[src/sv/rukq_pkg.sv]
package rukq_pkg;

	// default sizes for the top level
	localparam int DEPTH_DEF      = 16;
	localparam int NAME_CHARS_DEF = 3;
	localparam int SCORE_BITS_DEF = 16;

	// sequencer states
	typedef enum logic [3:0] {
		ST_IDLE,
		ST_FIND_RD,
		ST_FIND_CHK,
		ST_DEL_RD,
		ST_DEL_WR,
		ST_POS_RD,
		ST_POS_CHK,
		ST_POS_SET,
		ST_INS_RD,
		ST_INS_WR,
		ST_PUT,
		ST_POP_RD,
		ST_POP_GET,
		ST_DONE
	} rukq_state_t;

	// opcodes
	typedef enum logic {
		OP_ADD = 1'b0,
		OP_POP = 1'b1
	} rukq_op_t;

	// result of the shared rank comparator
	typedef struct packed {
		logic name_eq;  // names identical
		logic ahead;    // entry a ranks ahead of entry b
	} rukq_cmp_t;

endpackage

[src/sv/rukq_table.sv]
module rukq_table
	import rukq_pkg::*;
#(
	parameter int DEPTH   = DEPTH_DEF,
	parameter int NAME_W  = NAME_CHARS_DEF * 8,
	parameter int SCORE_W = SCORE_BITS_DEF,
	localparam int IDX_W  = $clog2(DEPTH)
) (
	input  logic               clk,
	input  logic               wr_en,
	input  logic [IDX_W-1:0]   wr_addr,
	input  logic [NAME_W-1:0]  wr_name,
	input  logic [SCORE_W-1:0] wr_score,
	input  logic               rd_en,
	input  logic [IDX_W-1:0]   rd_addr,
	output logic [NAME_W-1:0]  rd_name,
	output logic [SCORE_W-1:0] rd_score
);

	// ranked entries, slot 0 is the top
	logic [NAME_W-1:0]  name_mem  [DEPTH];
	logic [SCORE_W-1:0] score_mem [DEPTH];

	always_ff @(posedge clk) begin
		if (wr_en) begin
			name_mem[wr_addr]  <= wr_name;
			score_mem[wr_addr] <= wr_score;
		end
	end

	always_ff @(posedge clk) begin
		if (rd_en) begin
			rd_name  <= name_mem[rd_addr];
			rd_score <= score_mem[rd_addr];
		end
	end

endmodule

[src/sv/rukq_cmp.sv]
module rukq_cmp
	import rukq_pkg::*;
#(
	parameter int NAME_W  = NAME_CHARS_DEF * 8,
	parameter int SCORE_W = SCORE_BITS_DEF
) (
	input  logic [NAME_W-1:0]  a_name,
	input  logic [SCORE_W-1:0] a_score,
	input  logic [NAME_W-1:0]  b_name,
	input  logic [SCORE_W-1:0] b_score,
	output rukq_cmp_t          res
);

	// higher score first; on a tie the smaller name (first byte most significant)
	always_comb begin
		res.name_eq = (a_name == b_name);
		if (a_score != b_score) begin
			res.ahead = (a_score > b_score);
		end else begin
			res.ahead = (a_name < b_name);
		end
	end

endmodule

[src/sv/ranked_unique_key_queue.sv]
// Ranked unique-key queue. Holds up to DEPTH entries, each a name of NAME_CHARS
// bytes (first character in the top byte) and a SCORE_BITS score, kept in rank
// order: higher score first, equal scores by ascending name. A name ends at its
// first zero byte; later bytes are cleared before storing. opcode 0 adds a name
// or, if already held, keeps the larger score and re-ranks it; adding a new name
// to a full table drops the lowest of the DEPTH+1 entries (possibly the new one)
// and sets dropped. opcode 1 pops the top entry; popping an empty table returns
// pop_valid 0. Each input transaction yields exactly one output transaction.
// Entries sit in a single-port-read, single-port-write table with registered
// read, walked by a sequencer that shares one rank comparator. An add runs a
// search plus removal over the table, then a placement search plus shift; a
// pop reads the top entry and shifts the rest up (nothing on an empty table).
// A finished result first waits for the output register to free. The input is
// not ready while a transaction is being worked; a finished result then waits
// in the output register, and the next input is taken while it waits.
module ranked_unique_key_queue
	import rukq_pkg::*;
#(
	parameter int DEPTH      = DEPTH_DEF,
	parameter int NAME_CHARS = NAME_CHARS_DEF,
	parameter int SCORE_BITS = SCORE_BITS_DEF,
	localparam int NAME_W    = NAME_CHARS * 8,
	localparam int CNT_W     = $clog2(DEPTH + 1),
	localparam int IN_W      = ((NAME_W + SCORE_BITS + 7) / 8) * 8,
	localparam int OUT_RAW   = NAME_W + SCORE_BITS + CNT_W + 2,
	localparam int OUT_W     = ((OUT_RAW + 7) / 8) * 8
) (
	input  logic             clk,
	input  logic             arst_n,
	input  logic             s_axis_tvalid,
	output logic             s_axis_tready,
	input  logic [IN_W-1:0]  s_axis_tdata,   // entry_name, entry_score, zero pad
	input  logic             s_axis_tuser,   // opcode
	output logic             m_axis_tvalid,
	input  logic             m_axis_tready,
	output logic [OUT_W-1:0] m_axis_tdata,   // pop_name, pop_score, entry_count,
	                                         // is_empty, dropped, zero pad
	output logic             m_axis_tuser    // pop_valid
);

	localparam int IDX_W = $clog2(DEPTH);
	localparam logic [CNT_W-1:0] DEPTH_C = CNT_W'(DEPTH);
	localparam logic [CNT_W-1:0] ONE_C   = CNT_W'(1);

	rukq_state_t state_q, state_d;

	// transaction being worked
	rukq_op_t             op_q;
	logic [NAME_W-1:0]    key_name_q;
	logic [SCORE_BITS-1:0] key_score_q;

	// walk index, placement slot and fill count
	logic [CNT_W-1:0] idx_q;
	logic [CNT_W-1:0] pos_q;
	logic [CNT_W-1:0] cnt_q;

	// result under construction
	logic                  drop_q;
	logic                  pv_q;
	logic [NAME_W-1:0]     pn_q;
	logic [SCORE_BITS-1:0] ps_q;

	// output register
	logic                  m_valid_q;
	logic                  m_pv_q;
	logic [NAME_W-1:0]     m_name_q;
	logic [SCORE_BITS-1:0] m_score_q;
	logic [CNT_W-1:0]      m_cnt_q;
	logic                  m_drop_q;

	// table ports
	logic                  wr_en;
	logic [CNT_W-1:0]      wr_addr;
	logic [NAME_W-1:0]     wr_name;
	logic [SCORE_BITS-1:0] wr_score;
	logic                  rd_en;
	logic [CNT_W-1:0]      rd_addr;
	logic [NAME_W-1:0]     rd_name;
	logic [SCORE_BITS-1:0] rd_score;

	rukq_cmp_t cmp;

	logic                  s_fire;
	logic                  out_free;
	logic [CNT_W-1:0]      idx_inc;
	logic [CNT_W-1:0]      idx_dec;
	logic [NAME_W-1:0]     in_name;
	logic [NAME_W-1:0]     clean_name;
	logic [7:0]            name_byte;
	logic                  alive;

	assign s_fire   = s_axis_tvalid & s_axis_tready;
	assign out_free = ~m_valid_q | m_axis_tready;
	assign idx_inc  = idx_q + ONE_C;
	assign idx_dec  = idx_q - ONE_C;
	assign in_name  = s_axis_tdata[NAME_W-1:0];

	// clear every byte from the first zero byte on, scanning from the first char
	always_comb begin
		alive      = 1'b1;
		name_byte  = '0;
		clean_name = '0;
		for (int i = NAME_CHARS - 1; i >= 0; i--) begin
			name_byte = in_name[i*8 +: 8];
			if (name_byte == 8'd0) begin
				alive = 1'b0;
			end
			clean_name[i*8 +: 8] = alive ? name_byte : 8'd0;
		end
	end

	rukq_table #(
		.DEPTH   (DEPTH),
		.NAME_W  (NAME_W),
		.SCORE_W (SCORE_BITS)
	) u_table (
		.clk      (clk),
		.wr_en    (wr_en),
		.wr_addr  (wr_addr[IDX_W-1:0]),
		.wr_name  (wr_name),
		.wr_score (wr_score),
		.rd_en    (rd_en),
		.rd_addr  (rd_addr[IDX_W-1:0]),
		.rd_name  (rd_name),
		.rd_score (rd_score)
	);

	// one comparator: held key against the entry just read
	rukq_cmp #(
		.NAME_W  (NAME_W),
		.SCORE_W (SCORE_BITS)
	) u_cmp (
		.a_name  (key_name_q),
		.a_score (key_score_q),
		.b_name  (rd_name),
		.b_score (rd_score),
		.res     (cmp)
	);

	// next state
	always_comb begin
		state_d = state_q;
		unique case (state_q)
			ST_IDLE: begin
				if (s_fire) begin
					if (rukq_op_t'(s_axis_tuser) == OP_POP) begin
						state_d = (cnt_q == '0) ? ST_DONE : ST_POP_RD;
					end else begin
						state_d = (cnt_q == '0) ? ST_POS_SET : ST_FIND_RD;
					end
				end
			end
			ST_FIND_RD:  state_d = ST_FIND_CHK;
			ST_FIND_CHK: begin
				if (cmp.name_eq) begin
					state_d = ST_DEL_RD;
				end else if (idx_inc < cnt_q) begin
					state_d = ST_FIND_RD;
				end else begin
					state_d = ST_POS_RD;
				end
			end
			ST_DEL_RD: begin
				if (idx_inc < cnt_q) begin
					state_d = ST_DEL_WR;
				end else if (op_q == OP_POP) begin
					state_d = ST_DONE;
				end else begin
					state_d = ST_POS_RD;
				end
			end
			ST_DEL_WR:  state_d = ST_DEL_RD;
			ST_POS_RD:  state_d = (idx_q < cnt_q) ? ST_POS_CHK : ST_POS_SET;
			ST_POS_CHK: state_d = cmp.ahead ? ST_POS_SET : ST_POS_RD;
			ST_POS_SET: begin
				if (cnt_q == DEPTH_C && idx_q == DEPTH_C) begin
					state_d = ST_DONE;
				end else begin
					state_d = ST_INS_RD;
				end
			end
			ST_INS_RD:  state_d = (idx_q > pos_q) ? ST_INS_WR : ST_PUT;
			ST_INS_WR:  state_d = ST_INS_RD;
			ST_PUT:     state_d = ST_DONE;
			ST_POP_RD:  state_d = ST_POP_GET;
			ST_POP_GET: state_d = ST_DEL_RD;
			ST_DONE:    state_d = out_free ? ST_IDLE : ST_DONE;
			default:    state_d = ST_IDLE;
		endcase
	end

	// table control
	always_comb begin
		rd_en    = 1'b0;
		rd_addr  = idx_q;
		wr_en    = 1'b0;
		wr_addr  = idx_q;
		wr_name  = rd_name;
		wr_score = rd_score;
		unique case (state_q)
			ST_FIND_RD: rd_en = 1'b1;
			ST_DEL_RD: begin
				rd_en   = (idx_inc < cnt_q);
				rd_addr = idx_inc;
			end
			ST_DEL_WR: wr_en = 1'b1;
			ST_POS_RD: rd_en = (idx_q < cnt_q);
			ST_INS_RD: begin
				rd_en   = (idx_q > pos_q);
				rd_addr = idx_dec;
			end
			ST_INS_WR: wr_en = 1'b1;
			ST_PUT: begin
				wr_en    = 1'b1;
				wr_addr  = pos_q;
				wr_name  = key_name_q;
				wr_score = key_score_q;
			end
			ST_POP_RD: begin
				rd_en   = 1'b1;
				rd_addr = '0;
			end
			default: begin
				rd_en = 1'b0;
			end
		endcase
	end

	always_ff @(posedge clk or negedge arst_n) begin
		if (!arst_n) begin
			state_q <= ST_IDLE;
		end else begin
			state_q <= state_d;
		end
	end

	// control counters
	always_ff @(posedge clk or negedge arst_n) begin
		if (!arst_n) begin
			cnt_q  <= '0;
			idx_q  <= '0;
			pos_q  <= '0;
			drop_q <= 1'b0;
			pv_q   <= 1'b0;
			op_q   <= OP_ADD;
		end else begin
			case (state_q)
				ST_IDLE: begin
					if (s_fire) begin
						op_q   <= rukq_op_t'(s_axis_tuser);
						idx_q  <= '0;
						drop_q <= 1'b0;
						pv_q   <= 1'b0;
					end
				end
				ST_FIND_CHK: begin
					if (!cmp.name_eq) begin
						idx_q <= (idx_inc < cnt_q) ? idx_inc : '0;
					end
				end
				ST_DEL_RD: begin
					if (!(idx_inc < cnt_q)) begin
						cnt_q <= cnt_q - ONE_C;
						idx_q <= '0;
					end
				end
				ST_DEL_WR:  idx_q <= idx_inc;
				ST_POS_CHK: begin
					if (!cmp.ahead) begin
						idx_q <= idx_inc;
					end
				end
				ST_POS_SET: begin
					pos_q <= idx_q;
					if (cnt_q == DEPTH_C) begin
						// full: the lowest of the DEPTH+1 entries falls off;
						// a newcomer ranked last leaves the table as it is
						drop_q <= 1'b1;
						if (idx_q != DEPTH_C) begin
							cnt_q <= DEPTH_C - ONE_C;
							idx_q <= DEPTH_C - ONE_C;
						end
					end else begin
						idx_q <= cnt_q;
					end
				end
				ST_INS_WR:  idx_q <= idx_dec;
				ST_PUT:     cnt_q <= cnt_q + ONE_C;
				ST_POP_GET: pv_q <= 1'b1;
				default: begin
					idx_q <= idx_q;
				end
			endcase
		end
	end

	// key and popped payload
	always_ff @(posedge clk) begin
		case (state_q)
			ST_IDLE: begin
				if (s_fire) begin
					key_name_q  <= clean_name;
					key_score_q <= s_axis_tdata[NAME_W +: SCORE_BITS];
					pn_q        <= '0;
					ps_q        <= '0;
				end
			end
			ST_FIND_CHK: begin
				// same name: keep the larger score
				if (cmp.name_eq && !cmp.ahead) begin
					key_score_q <= rd_score;
				end
			end
			ST_POP_GET: begin
				pn_q <= rd_name;
				ps_q <= rd_score;
			end
			default: begin
				pn_q <= pn_q;
			end
		endcase
	end

	// output register
	always_ff @(posedge clk or negedge arst_n) begin
		if (!arst_n) begin
			m_valid_q <= 1'b0;
		end else if (state_q == ST_DONE && out_free) begin
			m_valid_q <= 1'b1;
		end else if (m_axis_tready) begin
			m_valid_q <= 1'b0;
		end
	end

	always_ff @(posedge clk) begin
		if (state_q == ST_DONE && out_free) begin
			m_pv_q    <= pv_q;
			m_name_q  <= pn_q;
			m_score_q <= ps_q;
			m_cnt_q   <= cnt_q;
			m_drop_q  <= drop_q;
		end
	end

	assign s_axis_tready = (state_q == ST_IDLE);
	assign m_axis_tvalid = m_valid_q;
	assign m_axis_tuser  = m_pv_q;
	assign m_axis_tdata  = OUT_W'({m_drop_q, (m_cnt_q == '0), m_cnt_q, m_score_q, m_name_q});

	// checks
	a_cnt_bound: assert property (@(posedge clk) disable iff (!arst_n)
		cnt_q <= DEPTH_C)
		else $error("fill count above depth");

	a_busy_after_take: assert property (@(posedge clk) disable iff (!arst_n)
		s_fire |=> !s_axis_tready)
		else $error("input ready straight after a transaction");

	a_pop_no_drop: assert property (@(posedge clk) disable iff (!arst_n)
		(m_valid_q && m_pv_q) |-> !m_drop_q)
		else $error("pop result flagged as dropped");

	a_drop_full: assert property (@(posedge clk) disable iff (!arst_n)
		(m_valid_q && m_drop_q) |-> (m_cnt_q == DEPTH_C))
		else $error("drop reported on a table that is not full");

endmodule
[config.mk]
export PLATFORM = sky130hd
export DESIGN_NAME = ranked_unique_key_queue
export DESIGN_NICKNAME = d
export VERILOG_FILES = /design/src/sv/rukq_pkg.sv /design/src/sv/rukq_table.sv /design/src/sv/rukq_cmp.sv /design/src/sv/ranked_unique_key_queue.sv
export SDC_FILE = /design/constraint.sdc
export NUM_CORES = 1
export LEC_CHECK = 0
export BUFFER_PORTS_ARGS = -buffer_cell sky130_fd_sc_hd__buf_2
export CAP_MARGIN = 30
export CORE_MARGIN = 2
export CORE_UTILIZATION = 40
export DETAILED_ROUTE_END_ITERATION = 10
export HOLD_SLACK_MARGIN = 0.1
export SLEW_MARGIN = 20
export SYNTH_ARGS = -nofsm -noshare
export SYNTH_HDL_FRONTEND = slang
export SYNTH_SLANG_ARGS = --single-unit
[constraint.sdc]
create_clock -name clk -period 6.2 [get_ports clk]
set_input_delay 1.24 -clock clk [delete_from_list [all_inputs] [get_ports clk]]
set_output_delay 1.24 -clock clk [all_outputs]
set_load 0.1 [all_outputs]
==> results.json, run 1 <==
{
  "via_per_inst": 5.37,
  "start_util_pct": 40.3,
  "p_sw_uw": 7450,
  "die_h_um": 297,
  "htreeDepth": 3,
  "synth_ff_type": "edfxtp_1",
  "synth_largest_area_cell": "edfxtp_1",
  "cts_buffer_depth": 3,
  "outcome": "completed",
  "syn_area_per_cell_sq_um": 15.0,
  "antenna_cells": 0,
  "synth_top_cell_area_share_pct": 70.6,
  "synth_area_sq_um": 34300,
  "drive_above_1_share_pct": 13.9,
  "clock-root-buffer": "clkbuf_16",
  "area_growth_pct": 14.6,
  "place_area_sq_um": 36500,
  "numCtsBuffers": 86,
  "synthArstFlopShare_pct": 2.77,
  "cp.required_ns": 6.48,
  "clock_latency_ns": 0.65,
  "post-cts-setup-buffers": 0,
  "grt_first_pass_wirelength_um": 123000,
  "relSlewSlack_pct": 30.0,
  "dp.cells": 3487,
  "clock_skew_ns": 0.0273,
  "wirelength_um": 82600,
  "fp.dieW_um": 297,
  "core_area_sq_um": 85100,
  "cts_hold_buf": 0,
  "synth.area.top_cells": "edfxtp_1 (71%), mux2i_1 (9.4%), nand2_1 (2.8%)",
  "gr-total-overflow": 0,
  "slew_violations": 0,
  "fin_tns_setup_ns": 0,
  "dieArea_sq_um": 88100,
  "clkTransAtPathRegs_ns": 0.07,
  "crit_type": "reg2reg",
  "drc": 0,
  "synth-edff-count": 807,
  "yosysWarnings": 0,
  "clock-sinks": 830,
  "drtAntennaViolNets": 0,
  "crit_path_start_kind": "flip-flop",
  "final_cells": 3646,
  "ctsResizeCount": 0,
  "yosysMostFrequentCell": "edfxtp_1",
  "wire_per_inst_um": 22.6,
  "synth_seq_area_share_pct": 72.3,
  "vdd.ir_drop.worst_v": 0.000488,
  "power.density_nw_per_um2": 524,
  "worst_pin_slew_ns": 1.05,
  "min_period_ns": 4.62,
  "synth.ff_latch_count": 830,
  "p_clk_share_pct": 25.0,
  "grt_max_degree": 173,
  "m1WireLength_um": 36200,
  "rows": 107,
  "io_buffers": 94,
  "top_layer": "met4",
  "wl_met3_um": 5280,
  "grt_antenna_before_repair": 1,
  "timing.final.crit_share_pct": 74.5,
  "nets": 2540,
  "syn_inst": 2291,
  "fmax_ghz": 0.217,
  "rsz0062_at_grt": "no",
  "grtUsageTotal_pct": 18.5,
  "synth_nets": 2397,
  "hold_viol_final": 0,
  "synth_commonest_cells": "edfxtp_1 (807), mux2i_1 (322), nand2_1 (256)",
  "r2r_setup_slack_ns": 1.58,
  "cp_data_arrival_time_ns": 4.90,
  "maxCapViolations": 0,
  "dp.final_hpwl_um": 50300,
  "pwr-share-seq_pct": 39.2,
  "power_leakage_uw": 0.0147,
  "power.internal_uw": 13200,
  "met2WireLength_um": 39300,
  "power_uw": 20600,
  "yosysUniqueCellTypes": 65,
  "gp_congestion": 0.865,
  "cts_tree": "done",
  "hp-class": "reg2reg",
  "pin_count": 96,
  "final_area_sq_um": 39300,
  "grt_pass1_vias": 19500,
  "power_frac_comb_pct": 35.8,
  "firstDrtPassIters": 5,
  "crit_fanout": 49,
  "drt_iter0_drc": 1984,
  "end_kind": "flip-flop",
  "setup_viol": 0,
  "sw_frac_of_total_pct": 36.1,
  "vias": 19600
}
routing by layer:
metal | vias up | track usage (%)
met5 | - | 0
met4 | 0 | 5.47
met3 | 122 | 2.79
met2 | 704 | 30.1
met1 | 9815 | 25.7
li1 | 8929 | -
placed cells by master, fill, tap and decap left out, types with 12 or more instances in the layout:
master / netlist / layout
dfrtp_1: 23 / 23
nand3_1: 48 / 48
buf_2: 30 / 94
nor2_4: 0 / 18
nand2_1: 256 / 255
o2111ai_1: 40 / 40
buf_4: 17 / 75
edfxtp_1: 807 / 807
clkinv_1: 0 / 16
a21oi_1: 40 / 39
a32oi_1: 39 / 39
clkbuf_1: 59 / 12
clkbuf_16: 0 / 86
o21ai_1: 41 / 47
inv_1: 58 / 58
clkinv_2: 0 / 18
o21ai_0: 78 / 68
and2_1: 23 / 22
mux2i_1: 322 / 322
ha_1: 60 / 60
nor2_1: 200 / 183
critical path, cell delays in order, from the launching register on:
cell,delay (ns)
dfrtp_1,0.63
inv_1,0.28
nand2_1,0.21
nor2_4,0.63
buf_4,0.61
a31oi_1,0.45
nor2_4,0.89
buf_4,0.52
final timing paths:
kind                                                  to  cells past startpoint  startpoint
max in group asynchronous                           pv_q                      1      arst_n
worst max register to register  u_table.score_mem[12][9]                      7  state_q[2]
min in group asynchronous                       cnt_q[1]                      1      arst_n
worst max-delay path            u_table.score_mem[12][9]                      7  state_q[2]
worst min register to register              m_score_q[7]                      0     ps_q[7]
worst min-delay path                        m_score_q[7]                      0     ps_q[7]
cells by family (layout without fill, tap and decap cells):
family          count (synthesis)  after routing  share of synthesized area (%)
buf+inv                       183            394                           2.66
simple gates                  585            585                           7.24
fa+ha+maj                      61             61                           2.25
xor+xnor                        9              9                          0.230
mux                           327            327                           9.62
other cells                     1              1                         0.0109
compound gates                295            295                           5.67
flops                         830            830                           72.3
power by group through the flow:
stage | combinational, uW | sequential (uW) | clock, uW
6_report | 7380 | 8090 | 5150
5_1_grt | 8010 | 8140 | 5450
4_1_cts | 7400 | 8090 | 5230
3_5_place_dp | 7370 | 8200 | 0
3_3_place_gp | 7130 | 8200 | 0
2_1_floorplan | 4860 | 8240 | 0
stage by stage:
step	setup slack, ns	hold slack, ns	utilization (%)
after floorplan	1.02	0.400	-
after global placement	1.75	0.401	42.6
after detailed placement	1.63	0.405	42.8
after CTS	1.60	0.400	46.1
after global routing	1.23	0.407	46.2
final	1.58	0.405	46.2
registers in the layout, summed over array words and instances, names as in the netlist, 16 cells and up:
name / cells
m_name_q: 24
u_table.score_mem: 256
u_table.rd_score: 16
key_name_q: 24
m_score_q: 16
key_score_q: 16
u_table.name_mem: 384
u_table.rd_name: 24
ps_q: 16
pn_q: 24
layout make-up:
cell class / instances / area (sq um)
fill: 7375 / 45800
multi-input combinational: 1278 / 8790
tap: 1144 / 1430
clock buffer: 98 / 2200
timing repair buffer: 180 / 1260
clock inverter: 58 / 624
inverter: 58 / 218
sequential: 830 / 24800
Note: power is estimated with default switching activity, not from simulation.
==> inputs of run 2 (changes only) <==
==> constraint.sdc (replaced) <==
create_clock -name clk -period 4.7 [get_ports clk]
set_input_delay 0.94 -clock clk [delete_from_list [all_inputs] [get_ports clk]]
set_output_delay 0.94 -clock clk [all_outputs]
set_load 0.1 [all_outputs]
==> run 2 against run 1 <==
Wire length rose by 4.0%. First-iteration DRC count decreased by 10%. Utilization about the same. Non-clock buffer count increased by 5. Cell count up 0.14%. Maximum frequency increased by 23%. Critical endpoint is now u_table.name_mem[8][9]. Largest cell class unchanged.
==> results.json, run 2 (synthesis gave the netlist of run 1 again) <==
{
  "outcome": "completed",
  "clock-root-buffer": "clkbuf_16",
  "cts_buffer_depth": 3,
  "slew_violations": 0,
  "power.density_nw_per_um2": 688,
  "drive_above_1_share_pct": 13.5,
  "clock_latency_ns": 0.65,
  "clock-sinks": 830,
  "gp_congestion": 0.813,
  "pin_count": 96,
  "crit_fanout": 29,
  "final_cell_mix": "edfxtp_1 (807), mux2i_1 (322), nand2_1 (255), nor2_1 (183), buf_2 (94)",
  "reg2reg_to": "u_table.name_mem[8][9]",
  "setup_viol": 0,
  "crit_path_start_kind": "flip-flop",
  "cp-startpoint": "state_q[0]",
  "place_area_sq_um": 36600,
  "relSlewSlack_pct": 33.8,
  "worst_pin_slew_ns": 0.988,
  "rr_worst_depth": 9,
  "grt_antenna_before_repair": 0,
  "largest_register_ffs": 384,
  "drt_iter0_drc": 1781,
  "timing.final.crit_share_pct": 79.7,
  "post-cts-setup-buffers": 0,
  "firstDrtPassIters": 6,
  "vias": 19800,
  "area_growth_pct": 14.6,
  "fin_tns_setup_ns": 0,
  "grt_max_degree": 89,
  "final_common_cell": "edfxtp_1",
  "cp_data_arrival_time_ns": 4.02,
  "power_leakage_uw": 0.0147,
  "maxCapViolations": 0,
  "fp.dieW_um": 297,
  "dp.final_hpwl_um": 49900,
  "grt_first_pass_wirelength_um": 128000,
  "hold_viol_final": 0,
  "grtUsageTotal_pct": 19.2,
  "hp-class": "in2async",
  "io_buffers": 94,
  "final_area_sq_um": 39300,
  "top_register": "u_table.name_mem",
  "drtAntennaViolNets": 0,
  "cp_slowest_cell": "dfrtp_1",
  "r2r_setup_slack_ns": 0.95,
  "fill_cells": 7330,
  "cts_tree": "done",
  "numCtsBuffers": 87,
  "cts_hold_buf": 0,
  "rows": 107,
  "antenna_cells": 0,
  "ctsResizeCount": 0,
  "gr-total-overflow": 0,
  "nets": 2546,
  "die_h_um": 297,
  "cp.required_ns": 4.97,
  "end_kind": "flip-flop",
  "fmax_ghz": 0.267,
  "crit_chain": "inv_1 -> nand2_1 -> nor2_4 -> inv_1 -> nor2_1 -> a21oi_1 -> nand2_1 -> nor2_4 -> buf_4",
  "core_area_sq_um": 85100,
  "clkTransAtPathRegs_ns": 0.06,
  "clock_skew_ns": 0.0252,
  "critPathMaxStageDelay_ns": 0.75,
  "wirelength_um": 85800,
  "dp_worst_setup_slack_ns": 1.02,
  "power_uw": 27100,
  "cp-endpoint": "u_table.name_mem[8][9]",
  "wire_per_inst_um": 23.5,
  "vdd.ir_drop.worst_v": 0.000491,
  "rsz0062_at_grt": "no",
  "htreeDepth": 3,
  "via_per_inst": 5.42,
  "dieArea_sq_um": 88100,
  "reg_top3": "u_table.name_mem: 384 flops, u_table.score_mem: 256 flops",
  "grt_pass1_vias": 19700,
  "r2r_start": "state_q[0]",
  "min_period_ns": 3.75,
  "setup_ws_ns": 0.955,
  "start_util_pct": 40.3,
  "crit_type": "reg2reg",
  "drc": 0
}
run 2: changes by cell type in the layout (fill, tap and decap cells not counted), sizes merged:
cell / before / now
clkbuf: 99 / 117
bufinv: 10 / 6
clkinv: 40 / 31
clkinvlp: 4 / 0
buf: 179 / 183
run 2: worst min path at each step:
stage          cells past startpoint     start      endpoint
6_report                           1    arst_n      pos_q[1]
5_1_grt                            1    arst_n      pos_q[1]
4_1_cts                            1    arst_n      cnt_q[1]
3_5_place_dp                       0  pn_q[23]  m_name_q[23]
3_3_place_gp                       0   pn_q[3]   m_name_q[3]
2_1_floorplan                      0   pn_q[0]   m_name_q[0]
run 2: per-stage QoR:
step                      hold WS, ns  instances  utilization [%]
final                           0.301       3651             46.2
after global routing            0.328       3651             46.2
after CTS                       0.287       3647             46.1
after detailed placement        0.407       3491             42.9
after global placement          0.402       3489             42.9
after floorplan                 0.400       2291                -
run 2: worst max-delay path, delay by kind of cell, from the launching register on:
family	cells	cell delay, ns
simple gates	5	1.25
buf+inv	3	1.12
flops	1	0.75
compound gates	1	0.22
run 2: report_power, final:
part,total (uW),internal [uW],switching (uW)
combinational,9770,3230,6530
clock,6640,3860,2780
sequential,10700,10300,382
run 2: area by class of cell:
type,count,area (sq um),area share (%)
Inverter,58,218,0.554
Multi-Input combinational cell,1278,8790,22.4
Clock buffer,115,2370,6.02
Clock inverter,41,355,0.904
Timing Repair Buffer,185,1360,3.45
Sequential cell,830,24800,63.1
Tap cell,1144,1430,3.64
run 2: per-layer routing:
metal	global-route usage, %	part of all wire [%]
met3	2.48	5.9
met1	26.4	43
met2	31.9	48
met5	0	0
met4	6.11	2.6
